--- src/rtl/svpwm_pkg.sv ---
// Shared types, constants and helpers for the servo PWM generator.
// No dependencies; used by every module in rtl/.
`default_nettype none

package svpwm_pkg;

  localparam int NUM_CHANNELS = 8;
  localparam int NUM_GROUPS   = 3;
  localparam int NUM_PERIODS  = 3;
  localparam int GROUP_SIZE   = 3;
  localparam int COUNT_WIDTH  = 16;
  localparam int PINS_W       = 8;

  localparam int ACT_W     = 3;
  localparam int CH_W      = 3;
  localparam int VAL_W     = 16;
  localparam int CMP_W     = 16;
  localparam int CFG_W     = 16;
  localparam int CFG_IDX_W = 3;

  localparam int CMD_MAX     = 1024;
  localparam int CMD_W       = 11;
  localparam int SCALE_SHIFT = 10;

  localparam logic [CFG_W-1:0] PERIOD_RESET = 16'd40000;
  localparam logic [CFG_W-1:0] MIN_RESET    = 16'd1800;
  localparam logic [CFG_W-1:0] SPAN_RESET   = 16'd2400;

  typedef logic [ACT_W-1:0] action_t;
  localparam action_t ACT_TICK    = 3'd0;
  localparam action_t ACT_SET_ONE = 3'd1;
  localparam action_t ACT_SET_ALL = 3'd2;
  localparam action_t ACT_EN_ONE  = 3'd3;
  localparam action_t ACT_EN_ALL  = 3'd4;

  typedef logic [CFG_IDX_W-1:0] reg_index_t;
  localparam reg_index_t REG_PERIOD0 = 3'd0;
  localparam reg_index_t REG_PERIOD1 = 3'd1;
  localparam reg_index_t REG_PERIOD2 = 3'd2;
  localparam reg_index_t REG_MIN     = 3'd3;
  localparam reg_index_t REG_SPAN    = 3'd4;

  typedef logic [NUM_PERIODS-1:0][CFG_W-1:0] periods_t;

  typedef struct packed {
    logic             fire;
    action_t          action;
    logic [CH_W-1:0]  channel;
    logic             enable;
    logic [CMP_W-1:0] pulse;
  } cmd_t;

  function automatic int group_of(int ch);
    int g;
    g = ch / GROUP_SIZE;
    return (g >= NUM_GROUPS) ? NUM_GROUPS - 1 : g;
  endfunction

  function automatic int period_sel(int g);
    return (g < NUM_PERIODS) ? g : NUM_PERIODS - 1;
  endfunction

endpackage

`default_nettype wire

--- src/rtl/svpwm_scale.sv ---
// Command scaler: clamp a signed command, scale it by the span, add the base width.
// Depends on svpwm_pkg.
`default_nettype none

module svpwm_scale (
  input  wire logic signed [svpwm_pkg::VAL_W-1:0] value,
  input  wire logic        [svpwm_pkg::CFG_W-1:0] min_width,
  input  wire logic        [svpwm_pkg::CFG_W-1:0] width_span,
  output logic             [svpwm_pkg::CMP_W-1:0] pulse
);

  localparam int PROD_W = svpwm_pkg::CMD_W + svpwm_pkg::CFG_W;
  localparam int SCL_W  = PROD_W - svpwm_pkg::SCALE_SHIFT;
  localparam int SUM_W  = SCL_W + 1;

  logic [svpwm_pkg::CMD_W-1:0] clamped;
  logic [PROD_W-1:0]           product;
  logic [SCL_W-1:0]            scaled;
  logic [SUM_W-1:0]            total;

  always_comb begin
    if (value < 0) begin
      clamped = '0;
    end else if (value > $signed(svpwm_pkg::VAL_W'(svpwm_pkg::CMD_MAX))) begin
      clamped = svpwm_pkg::CMD_W'(svpwm_pkg::CMD_MAX);
    end else begin
      clamped = value[svpwm_pkg::CMD_W-1:0];
    end
    product = PROD_W'(clamped) * PROD_W'(width_span);
    scaled  = product[PROD_W-1:svpwm_pkg::SCALE_SHIFT];
    total   = SUM_W'(min_width) + SUM_W'(scaled);
    if (total[SUM_W-1:svpwm_pkg::CMP_W] != '0) begin
      pulse = '1;
    end else begin
      pulse = total[svpwm_pkg::CMP_W-1:0];
    end
  end

endmodule

`default_nettype wire

--- src/rtl/svpwm_core.sv ---
// Timer groups, compare registers and channel enables; gives pin levels after a command.
// Depends on svpwm_pkg.
`default_nettype none

module svpwm_core (
  input  wire logic                  clk,
  input  wire logic                  rst,
  input  wire svpwm_pkg::cmd_t       cmd,
  input  wire svpwm_pkg::periods_t   periods,
  output logic [svpwm_pkg::PINS_W-1:0] pins_next
);

  localparam int CW = svpwm_pkg::COUNT_WIDTH;
  localparam int NC = svpwm_pkg::NUM_CHANNELS;
  localparam int NG = svpwm_pkg::NUM_GROUPS;
  localparam int MW = (CW > svpwm_pkg::CMP_W) ? CW : svpwm_pkg::CMP_W;

  logic [NG-1:0][CW-1:0]               count;
  logic [NG-1:0][CW-1:0]               count_next;
  logic [NG-1:0]                       wrap;
  logic [NC-1:0][svpwm_pkg::CMP_W-1:0] pending;
  logic [NC-1:0][svpwm_pkg::CMP_W-1:0] pending_next;
  logic [NC-1:0][svpwm_pkg::CMP_W-1:0] active;
  logic [NC-1:0][svpwm_pkg::CMP_W-1:0] active_next;
  logic [NC-1:0]                       on;
  logic [NC-1:0]                       on_next;
  logic [NC-1:0]                       pin;

  logic is_tick, set_one, set_all, en_one, en_all;

  always_comb begin
    is_tick = 1'b0;
    set_one = 1'b0;
    set_all = 1'b0;
    en_one  = 1'b0;
    en_all  = 1'b0;
    case (cmd.action)
      svpwm_pkg::ACT_TICK:    is_tick = 1'b1;
      svpwm_pkg::ACT_SET_ONE: set_one = 1'b1;
      svpwm_pkg::ACT_SET_ALL: set_all = 1'b1;
      svpwm_pkg::ACT_EN_ONE:  en_one  = 1'b1;
      svpwm_pkg::ACT_EN_ALL:  en_all  = 1'b1;
      default: ;
    endcase
  end

  for (genvar g = 0; g < NG; g++) begin : g_group
    localparam int P = svpwm_pkg::period_sel(g);
    assign wrap[g] = is_tick && (count[g] >= CW'(periods[P]));
    assign count_next[g] = !is_tick ? count[g] :
                           wrap[g]  ? '0       : count[g] + CW'(1);
  end

  for (genvar c = 0; c < NC; c++) begin : g_chan
    localparam int G = svpwm_pkg::group_of(c);
    logic sel;
    assign sel = (cmd.channel == svpwm_pkg::CH_W'(c));
    assign pending_next[c] = (set_all || (set_one && sel)) ? cmd.pulse : pending[c];
    assign active_next[c]  = wrap[G] ? pending[c] : active[c];
    assign on_next[c]      = (en_all || (en_one && sel)) ? cmd.enable : on[c];
    assign pin[c] = on_next[c] && (MW'(count_next[G]) <= MW'(active_next[c]));
  end

  for (genvar i = 0; i < svpwm_pkg::PINS_W; i++) begin : g_pin
    if (i < NC) begin : g_used
      assign pins_next[i] = pin[i];
    end else begin : g_unused
      assign pins_next[i] = 1'b0;
    end
  end

  always_ff @(posedge clk) begin
    if (rst) begin
      count   <= '0;
      pending <= '1;
      active  <= '1;
      on      <= '0;
    end else if (cmd.fire) begin
      count   <= count_next;
      pending <= pending_next;
      active  <= active_next;
      on      <= on_next;
    end
  end

endmodule

`default_nettype wire

--- src/rtl/servo_pwm_generator.sv ---
// Eight-channel servo PWM generator in three timer groups (channels 0-2, 3-5, 6-7).
// A word is taken every clock cycle unless the result side stalls; its result word
// passes through one input register and one result register, and the per-word
// update of counters, compares and enables sets that rate. Each tick word advances
// every group counter once; set and enable words leave the counters alone. Pending
// compares take effect when their group wraps. The user must write registers
// through cfg_we/cfg_index/cfg_data only while no word is in flight; not enforced.
// Depends on svpwm_pkg, svpwm_scale and svpwm_core.
`default_nettype none

module servo_pwm_generator (
  input  wire logic        clk,
  input  wire logic        rst,
  input  wire logic        s_axis_tvalid,
  output logic             s_axis_tready,
  input  wire logic [23:0] s_axis_tdata,  // channel[2:0], value[18:3], enable[19], zero
  input  wire logic [2:0]  s_axis_tuser,  // action[2:0]
  output logic             m_axis_tvalid,
  input  wire logic        m_axis_tready,
  output logic [23:0]      m_axis_tdata,  // pins[7:0], pulse_ticks[23:8]
  input  wire logic        cfg_we,
  input  wire logic [svpwm_pkg::CFG_IDX_W-1:0] cfg_index,
  input  wire logic [svpwm_pkg::CFG_W-1:0]     cfg_data
);

  svpwm_pkg::periods_t               periods;
  logic [svpwm_pkg::CFG_W-1:0]       min_width;
  logic [svpwm_pkg::CFG_W-1:0]       width_span;

  logic                              s1_valid;
  svpwm_pkg::action_t                s1_action;
  logic [svpwm_pkg::CH_W-1:0]        s1_channel;
  logic signed [svpwm_pkg::VAL_W-1:0] s1_value;
  logic                              s1_enable;

  logic [svpwm_pkg::PINS_W-1:0]      m_pins;
  logic [svpwm_pkg::CMP_W-1:0]       m_pulse;

  logic                              out_ready;
  logic                              s1_adv;
  logic                              in_accept;
  logic                              is_set;
  logic [svpwm_pkg::CMP_W-1:0]       scaled;
  logic [svpwm_pkg::CMP_W-1:0]       pulse;
  logic [svpwm_pkg::PINS_W-1:0]      pins_next;
  svpwm_pkg::cmd_t                   cmd;

  assign out_ready     = !m_axis_tvalid || m_axis_tready;
  assign s1_adv        = s1_valid && out_ready;
  assign s_axis_tready = !s1_valid || out_ready;
  assign in_accept     = s_axis_tvalid && s_axis_tready;
  assign m_axis_tdata  = {m_pulse, m_pins};

  always_ff @(posedge clk) begin
    if (rst) begin
      periods    <= {svpwm_pkg::NUM_PERIODS{svpwm_pkg::PERIOD_RESET}};
      min_width  <= svpwm_pkg::MIN_RESET;
      width_span <= svpwm_pkg::SPAN_RESET;
    end else if (cfg_we) begin
      unique case (cfg_index)
        svpwm_pkg::REG_PERIOD0: periods[0] <= cfg_data;
        svpwm_pkg::REG_PERIOD1: periods[1] <= cfg_data;
        svpwm_pkg::REG_PERIOD2: periods[2] <= cfg_data;
        svpwm_pkg::REG_MIN:     min_width  <= cfg_data;
        svpwm_pkg::REG_SPAN:    width_span <= cfg_data;
        default: ;
      endcase
    end
  end

  // input register
  always_ff @(posedge clk) begin
    if (rst) begin
      s1_valid <= 1'b0;
    end else if (s_axis_tready) begin
      s1_valid <= s_axis_tvalid;
    end
  end

  always_ff @(posedge clk) begin
    if (in_accept) begin
      s1_action  <= s_axis_tuser;
      s1_channel <= s_axis_tdata[2:0];
      s1_value   <= s_axis_tdata[18:3];
      s1_enable  <= s_axis_tdata[19];
    end
  end

  svpwm_scale u_scale (
    .value      (s1_value),
    .min_width  (min_width),
    .width_span (width_span),
    .pulse      (scaled)
  );

  assign is_set = (s1_action == svpwm_pkg::ACT_SET_ONE) ||
                  (s1_action == svpwm_pkg::ACT_SET_ALL);
  assign pulse  = is_set ? scaled : '0;

  assign cmd.fire    = s1_adv;
  assign cmd.action  = s1_action;
  assign cmd.channel = s1_channel;
  assign cmd.enable  = s1_enable;
  assign cmd.pulse   = pulse;

  svpwm_core u_core (
    .clk       (clk),
    .rst       (rst),
    .cmd       (cmd),
    .periods   (periods),
    .pins_next (pins_next)
  );

  // result register
  always_ff @(posedge clk) begin
    if (rst) begin
      m_axis_tvalid <= 1'b0;
    end else if (out_ready) begin
      m_axis_tvalid <= s1_valid;
    end
  end

  always_ff @(posedge clk) begin
    if (s1_adv) begin
      m_pins  <= pins_next;
      m_pulse <= pulse;
    end
  end

  a_hold_stage: assert property (@(posedge clk) disable iff (rst)
    (s1_valid && !s1_adv) |=> (s1_valid && $stable(s1_action) && $stable(s1_value)))
    else $error("held input word changed while result side stalled");

  a_ready_low: assert property (@(posedge clk) disable iff (rst)
    !s_axis_tready |-> (s1_valid && m_axis_tvalid && !m_axis_tready))
    else $error("input stalled without a full pipeline");

  a_pulse_zero: assert property (@(posedge clk) disable iff (rst)
    (s1_adv && !is_set) |=> (m_axis_tdata[23:8] == '0))
    else $error("non-zero pulse for a word that sets no compare");

  a_reset_idle: assert property (@(posedge clk)
    $past(rst) |-> (!m_axis_tvalid && !s1_valid))
    else $error("pipeline not empty after reset");

endmodule

`default_nettype wire
--- config.mk ---
export PLATFORM = sky130hd
export DESIGN_NAME = servo_pwm_generator
export DESIGN_NICKNAME = d
export VERILOG_FILES = /design/src/rtl/svpwm_pkg.sv /design/src/rtl/svpwm_scale.sv /design/src/rtl/svpwm_core.sv /design/src/rtl/servo_pwm_generator.sv
export SDC_FILE = /design/constraint.sdc
export NUM_CORES = 2
export LEC_CHECK = 0
export BUFFER_PORTS_ARGS = -buffer_cell sky130_fd_sc_hd__buf_2
export CAP_MARGIN = 20
export CORE_MARGIN = 5
export CORE_UTILIZATION = 60
export CTS_CLUSTER_DIAMETER = 200
export DETAILED_ROUTE_END_ITERATION = 12
export MAX_ROUTING_LAYER = met4
export PLACE_DENSITY_LB_ADDON = 0.12
export SYNTH_ARGS = -nofsm -noshare
export SYNTH_HDL_FRONTEND = slang
export SYNTH_SLANG_ARGS = --single-unit
export TNS_END_PERCENT = 10
--- constraint.sdc ---
create_clock -name clk -period 9.19 [get_ports clk]
set_input_delay 1.3785 -clock clk [delete_from_list [all_inputs] [get_ports clk]]
set_output_delay 1.3785 -clock clk [all_outputs]
set_load 0.01 [all_outputs]
==> qor_table.md <==
| Quantity | This run |
|---|---|
| Total non-filler cell area in the finished layout | 32100 um^2 |
| Share of async-settable or async-resettable flops after synthesis | 0% |
| Gr ovfl total | 0 |
| Leak | 14.0 nW |
| Arrival time of data at the critical path endpoint | 9340 ps |
| Worst-path fanout max | 20 |
| Count of distinct cell types in the synthesized netlist | 82 |
| Insertion delay of the later-clocked pin in the worst-skew pair | 600 ps |
| Final setup TNS | 0 ps |
| Data required, critical path | 9670 ps |
| Standard cell with the maximum stage delay on the critical path | sky130_fd_sc_hd__fa_1 |
| Worst hold path type | register to register |
| Post-route fraction of the period consumed by the critical path | 96.5% |
| Final slew viol count | 0 |
| Most used standard cell by instance count after synthesis | sky130_fd_sc_hd__nand2_1 |
| Number of warning messages in the yosys log | 0 |
| Root Buffer | sky130_fd_sc_hd__clkbuf_16 |
| Number of violations of the max-capacitance limit | 0 |
| Sequential cell area fraction in the yosys report | 32.0% |
| Netlist Area Pre-Place | 29100 um^2 |
| Number of nets still failing antenna checks after routing | 0 |
| CTS H-tree lvls | 2 |
| Core Box Area | 47800 um^2 |
| HPWL Detailed | 57.0 mm |
| TritonCTS clock tree | done |
| Area occupied by multi-input gates | 18300 um^2 |
| Post-synth EDFFs | 47 |
| Post-placement cell area | 30200 um^2 |
| Dominant register cell in the synthesized netlist | sky130_fd_sc_hd__dfxtp_1 |
| Sort of element at the end of the critical path | register |
| Syn Area/Cell | 8.81 um^2 |
| Area share of the largest cell type after synthesis | 27.1% |
| Number of standard-cell rows in the floorplan | 80 |
| Final-stage net count | 3757 |
| Vias in the first global route | 24.0k |
| Final hold viol count | 0 |
| Reg area | 9300 um^2 |
| Clock Sinks | 441 |
| Buffers on Ports | 72 |
| Outcome | completed |
| Vias after detailed routing | 24.5k |
| Measured slew at the worst slew-check pin | 1040 ps |
| Clock input transition at the sequential cells of the worst setup and hold paths | 60 ps |
| Slew HR | 30.6% |
| Minimum clock period after layout | 8870 ps |
| Number of iterations in the first detailed-routing pass | 6 |
| Final-layout worst hold slack | 459 ps |
| Die width | 230 um |
| Average via count per standard cell | 6.17 |
| Post-Syn Instances | 3296 |
| Die ar. | 52900 um^2 |
| Number of DRC violations after detailed routing | 0 |
| Total power consumption of the routed design | 4.32 mW |
| Largest net degree at the start of global routing | 107 |
| Final setup violation count | 0 |
| GPL Wtd Cong | 0.882 |
| Most instantiated cells after synthesis | sky130_fd_sc_hd__nand2_1, sky130_fd_sc_hd__dfxtp_1, sky130_fd_sc_hd__nor2_1 |
| Post-route worst setup slack | 325 ps |
| Ports | 77 |
| Cell taking the most area after synthesis | sky130_fd_sc_hd__dfxtp_1 |
| Share of post-route cells with drive strength above 1 | 8.63% |
| Pre-CTS worst setup slack | -107 ps |
| Largest voltage drop on the vdd net | 0.170 mV |
| Effective utilization at floorplan | 60.7% |
| Overall global routing resource usage | 30.7% |
| Iter 0 DRT Violations | 2285 |
| Number of filler cells placed in the layout | 3872 |
| Slowest cell delay on critical path | 560 ps |
| Number of nets produced by synthesis | 3731 |
| Crit-path most repeated cell | sky130_fd_sc_hd__fa_1 |
| Post-Route Skew | 23.3 ps |
| P per Cell Area | 135 nW/um^2 |
| Area growth, synth to finish | 10.4% |
| CTS buffer count | 48 |
| Ranking of synthesized cells by area | sky130_fd_sc_hd__dfxtp_1, sky130_fd_sc_hd__ha_1, sky130_fd_sc_hd__mux2i_1 |
| Height of the die | 230 um |
| Average detailed-routed wire length per instance | 20.7 um |
| Post-synthesis sequential element count | 441 |
| Antenna violations before repair | 1 |
| Path type of the worst setup path | register to register |
| Longest Clk Path Bufs | 3 |
| Launching element type of the critical path | register |
| Maximum clock frequency | 113 MHz |
| Wire length of the first global-routing pass | 128 mm |
| Total wire length | 82.2 mm |
## flip-flops by register name, indices dropped and copies added (netlist names)
register	flops
u_core.active	128
u_core.pending	128
periods	48
u_core.count	48
m_pulse	16
min_width	16
s1_value	16
width_span	16
m_pins	8
u_core.on	8
s1_action	3
s1_channel	3
m_axis_tvalid	1
s1_enable	1
s1_valid	1
## stage by stage
step	instances	utilization [%]
2_1_floorplan	3296	-
5_1_grt	3977	67.0
4_1_cts	3961	66.5
6_report	3977	67.0
3_5_place_dp	3872	63.1
3_3_place_gp	3870	63.0
## critical path, delay by kind of cell (launching register included)
kind            cells  cell delay (ps)
compound gates      7             2250
xor+xnor            1              150
fa+ha+maj           7             3210
buf+inv             7              860
flops               1              490
simple gates        8             1750
## timing repair
action                                  CTS  global route
hold buffers                              0             0
gates cloned                              0             4
endpoints found under the setup margin  129           144
pin swaps                                 0            10
resized for setup                         1            17
buffers inserted                          0            11
## cell usage in the layout, fill, tap and decap left out, types with 30 or more instances in the layout
cell,count
sky130_fd_sc_hd__a21o_1,49
sky130_fd_sc_hd__a21oi_1,193
sky130_fd_sc_hd__a41oi_1,73
sky130_fd_sc_hd__and2_1,36
sky130_fd_sc_hd__and3_1,91
sky130_fd_sc_hd__buf_2,71
sky130_fd_sc_hd__buf_4,77
sky130_fd_sc_hd__clkbuf_16,53
sky130_fd_sc_hd__dfxtp_1,394
sky130_fd_sc_hd__edfxtp_1,47
sky130_fd_sc_hd__fa_1,125
sky130_fd_sc_hd__ha_1,258
sky130_fd_sc_hd__inv_1,212
sky130_fd_sc_hd__mux2i_1,254
sky130_fd_sc_hd__nand2_1,438
sky130_fd_sc_hd__nand3_1,64
sky130_fd_sc_hd__nand4_1,32
sky130_fd_sc_hd__nor2_1,322
sky130_fd_sc_hd__nor3_1,85
sky130_fd_sc_hd__nor4_1,42
sky130_fd_sc_hd__o211ai_1,30
sky130_fd_sc_hd__o21ai_0,40
sky130_fd_sc_hd__xnor2_1,50
sky130_fd_sc_hd__xor2_1,48
## report_power, final
group | internal [mW] | total (mW) | switching [mW] | leakage, nW
Combinational | 0.0855 | 0.304 | 0.218 | 9.55
Sequential | 1.98 | 2.00 | 0.0276 | 3.65
Clock | 1.19 | 2.01 | 0.821 | 0.791
## area by class of cell
cell class / instances / share of cell area [%]
tap: 615 / 2.40
multi-input combinational: 2454 / 57.2
timing repair buffer: 163 / 3.88
sequential: 441 / 29.0
clock inverter: 22 / 0.866
clock buffer: 67 / 4.19
antenna: 1 / 0.00780
inverter: 214 / 2.51
## layer usage
metal | share of wire, % | global-route usage, % | routed length (um) | vias to the layer above
li1 | - | - | - | 11500
met4 | 4.2 | 11.7 | 3460 | 0
met3 | 7.2 | 4.26 | 5920 | 197
met2 | 45 | 47.7 | 37300 | 908
met1 | 43 | 41.3 | 35500 | 11900
met5 | 0 | - | 0 | -
## cells by family after synthesis
kind of cell / after synthesis / synth area share, %
DFF: 441 / 32.0
muxes: 266 / 9.22
adders and majority gates: 384 / 19.8
and+or+nand+nor: 1185 / 18.6
buffers and inverters: 401 / 5.44
xor gates and xnor gates: 99 / 3.05
AOI/OAI and AO/OA: 520 / 11.9
## path summary, 6_finish.rpt
path,startpoint,cells after the start,endpoint,slack (ps)
min reg2reg,periods[9]$_SDFFE_PP0P_,2,periods[9]$_SDFFE_PP0P_,460
max reg2reg,s1_value[2]$_DFFE_PP_,30,u_core.pending[44]$_SDFFE_PP1P_,320
min,periods[9]$_SDFFE_PP0P_,2,periods[9]$_SDFFE_PP0P_,460
max,s1_value[2]$_DFFE_PP_,30,u_core.pending[44]$_SDFFE_PP1P_,320
(Power assumes the default switching activity.)
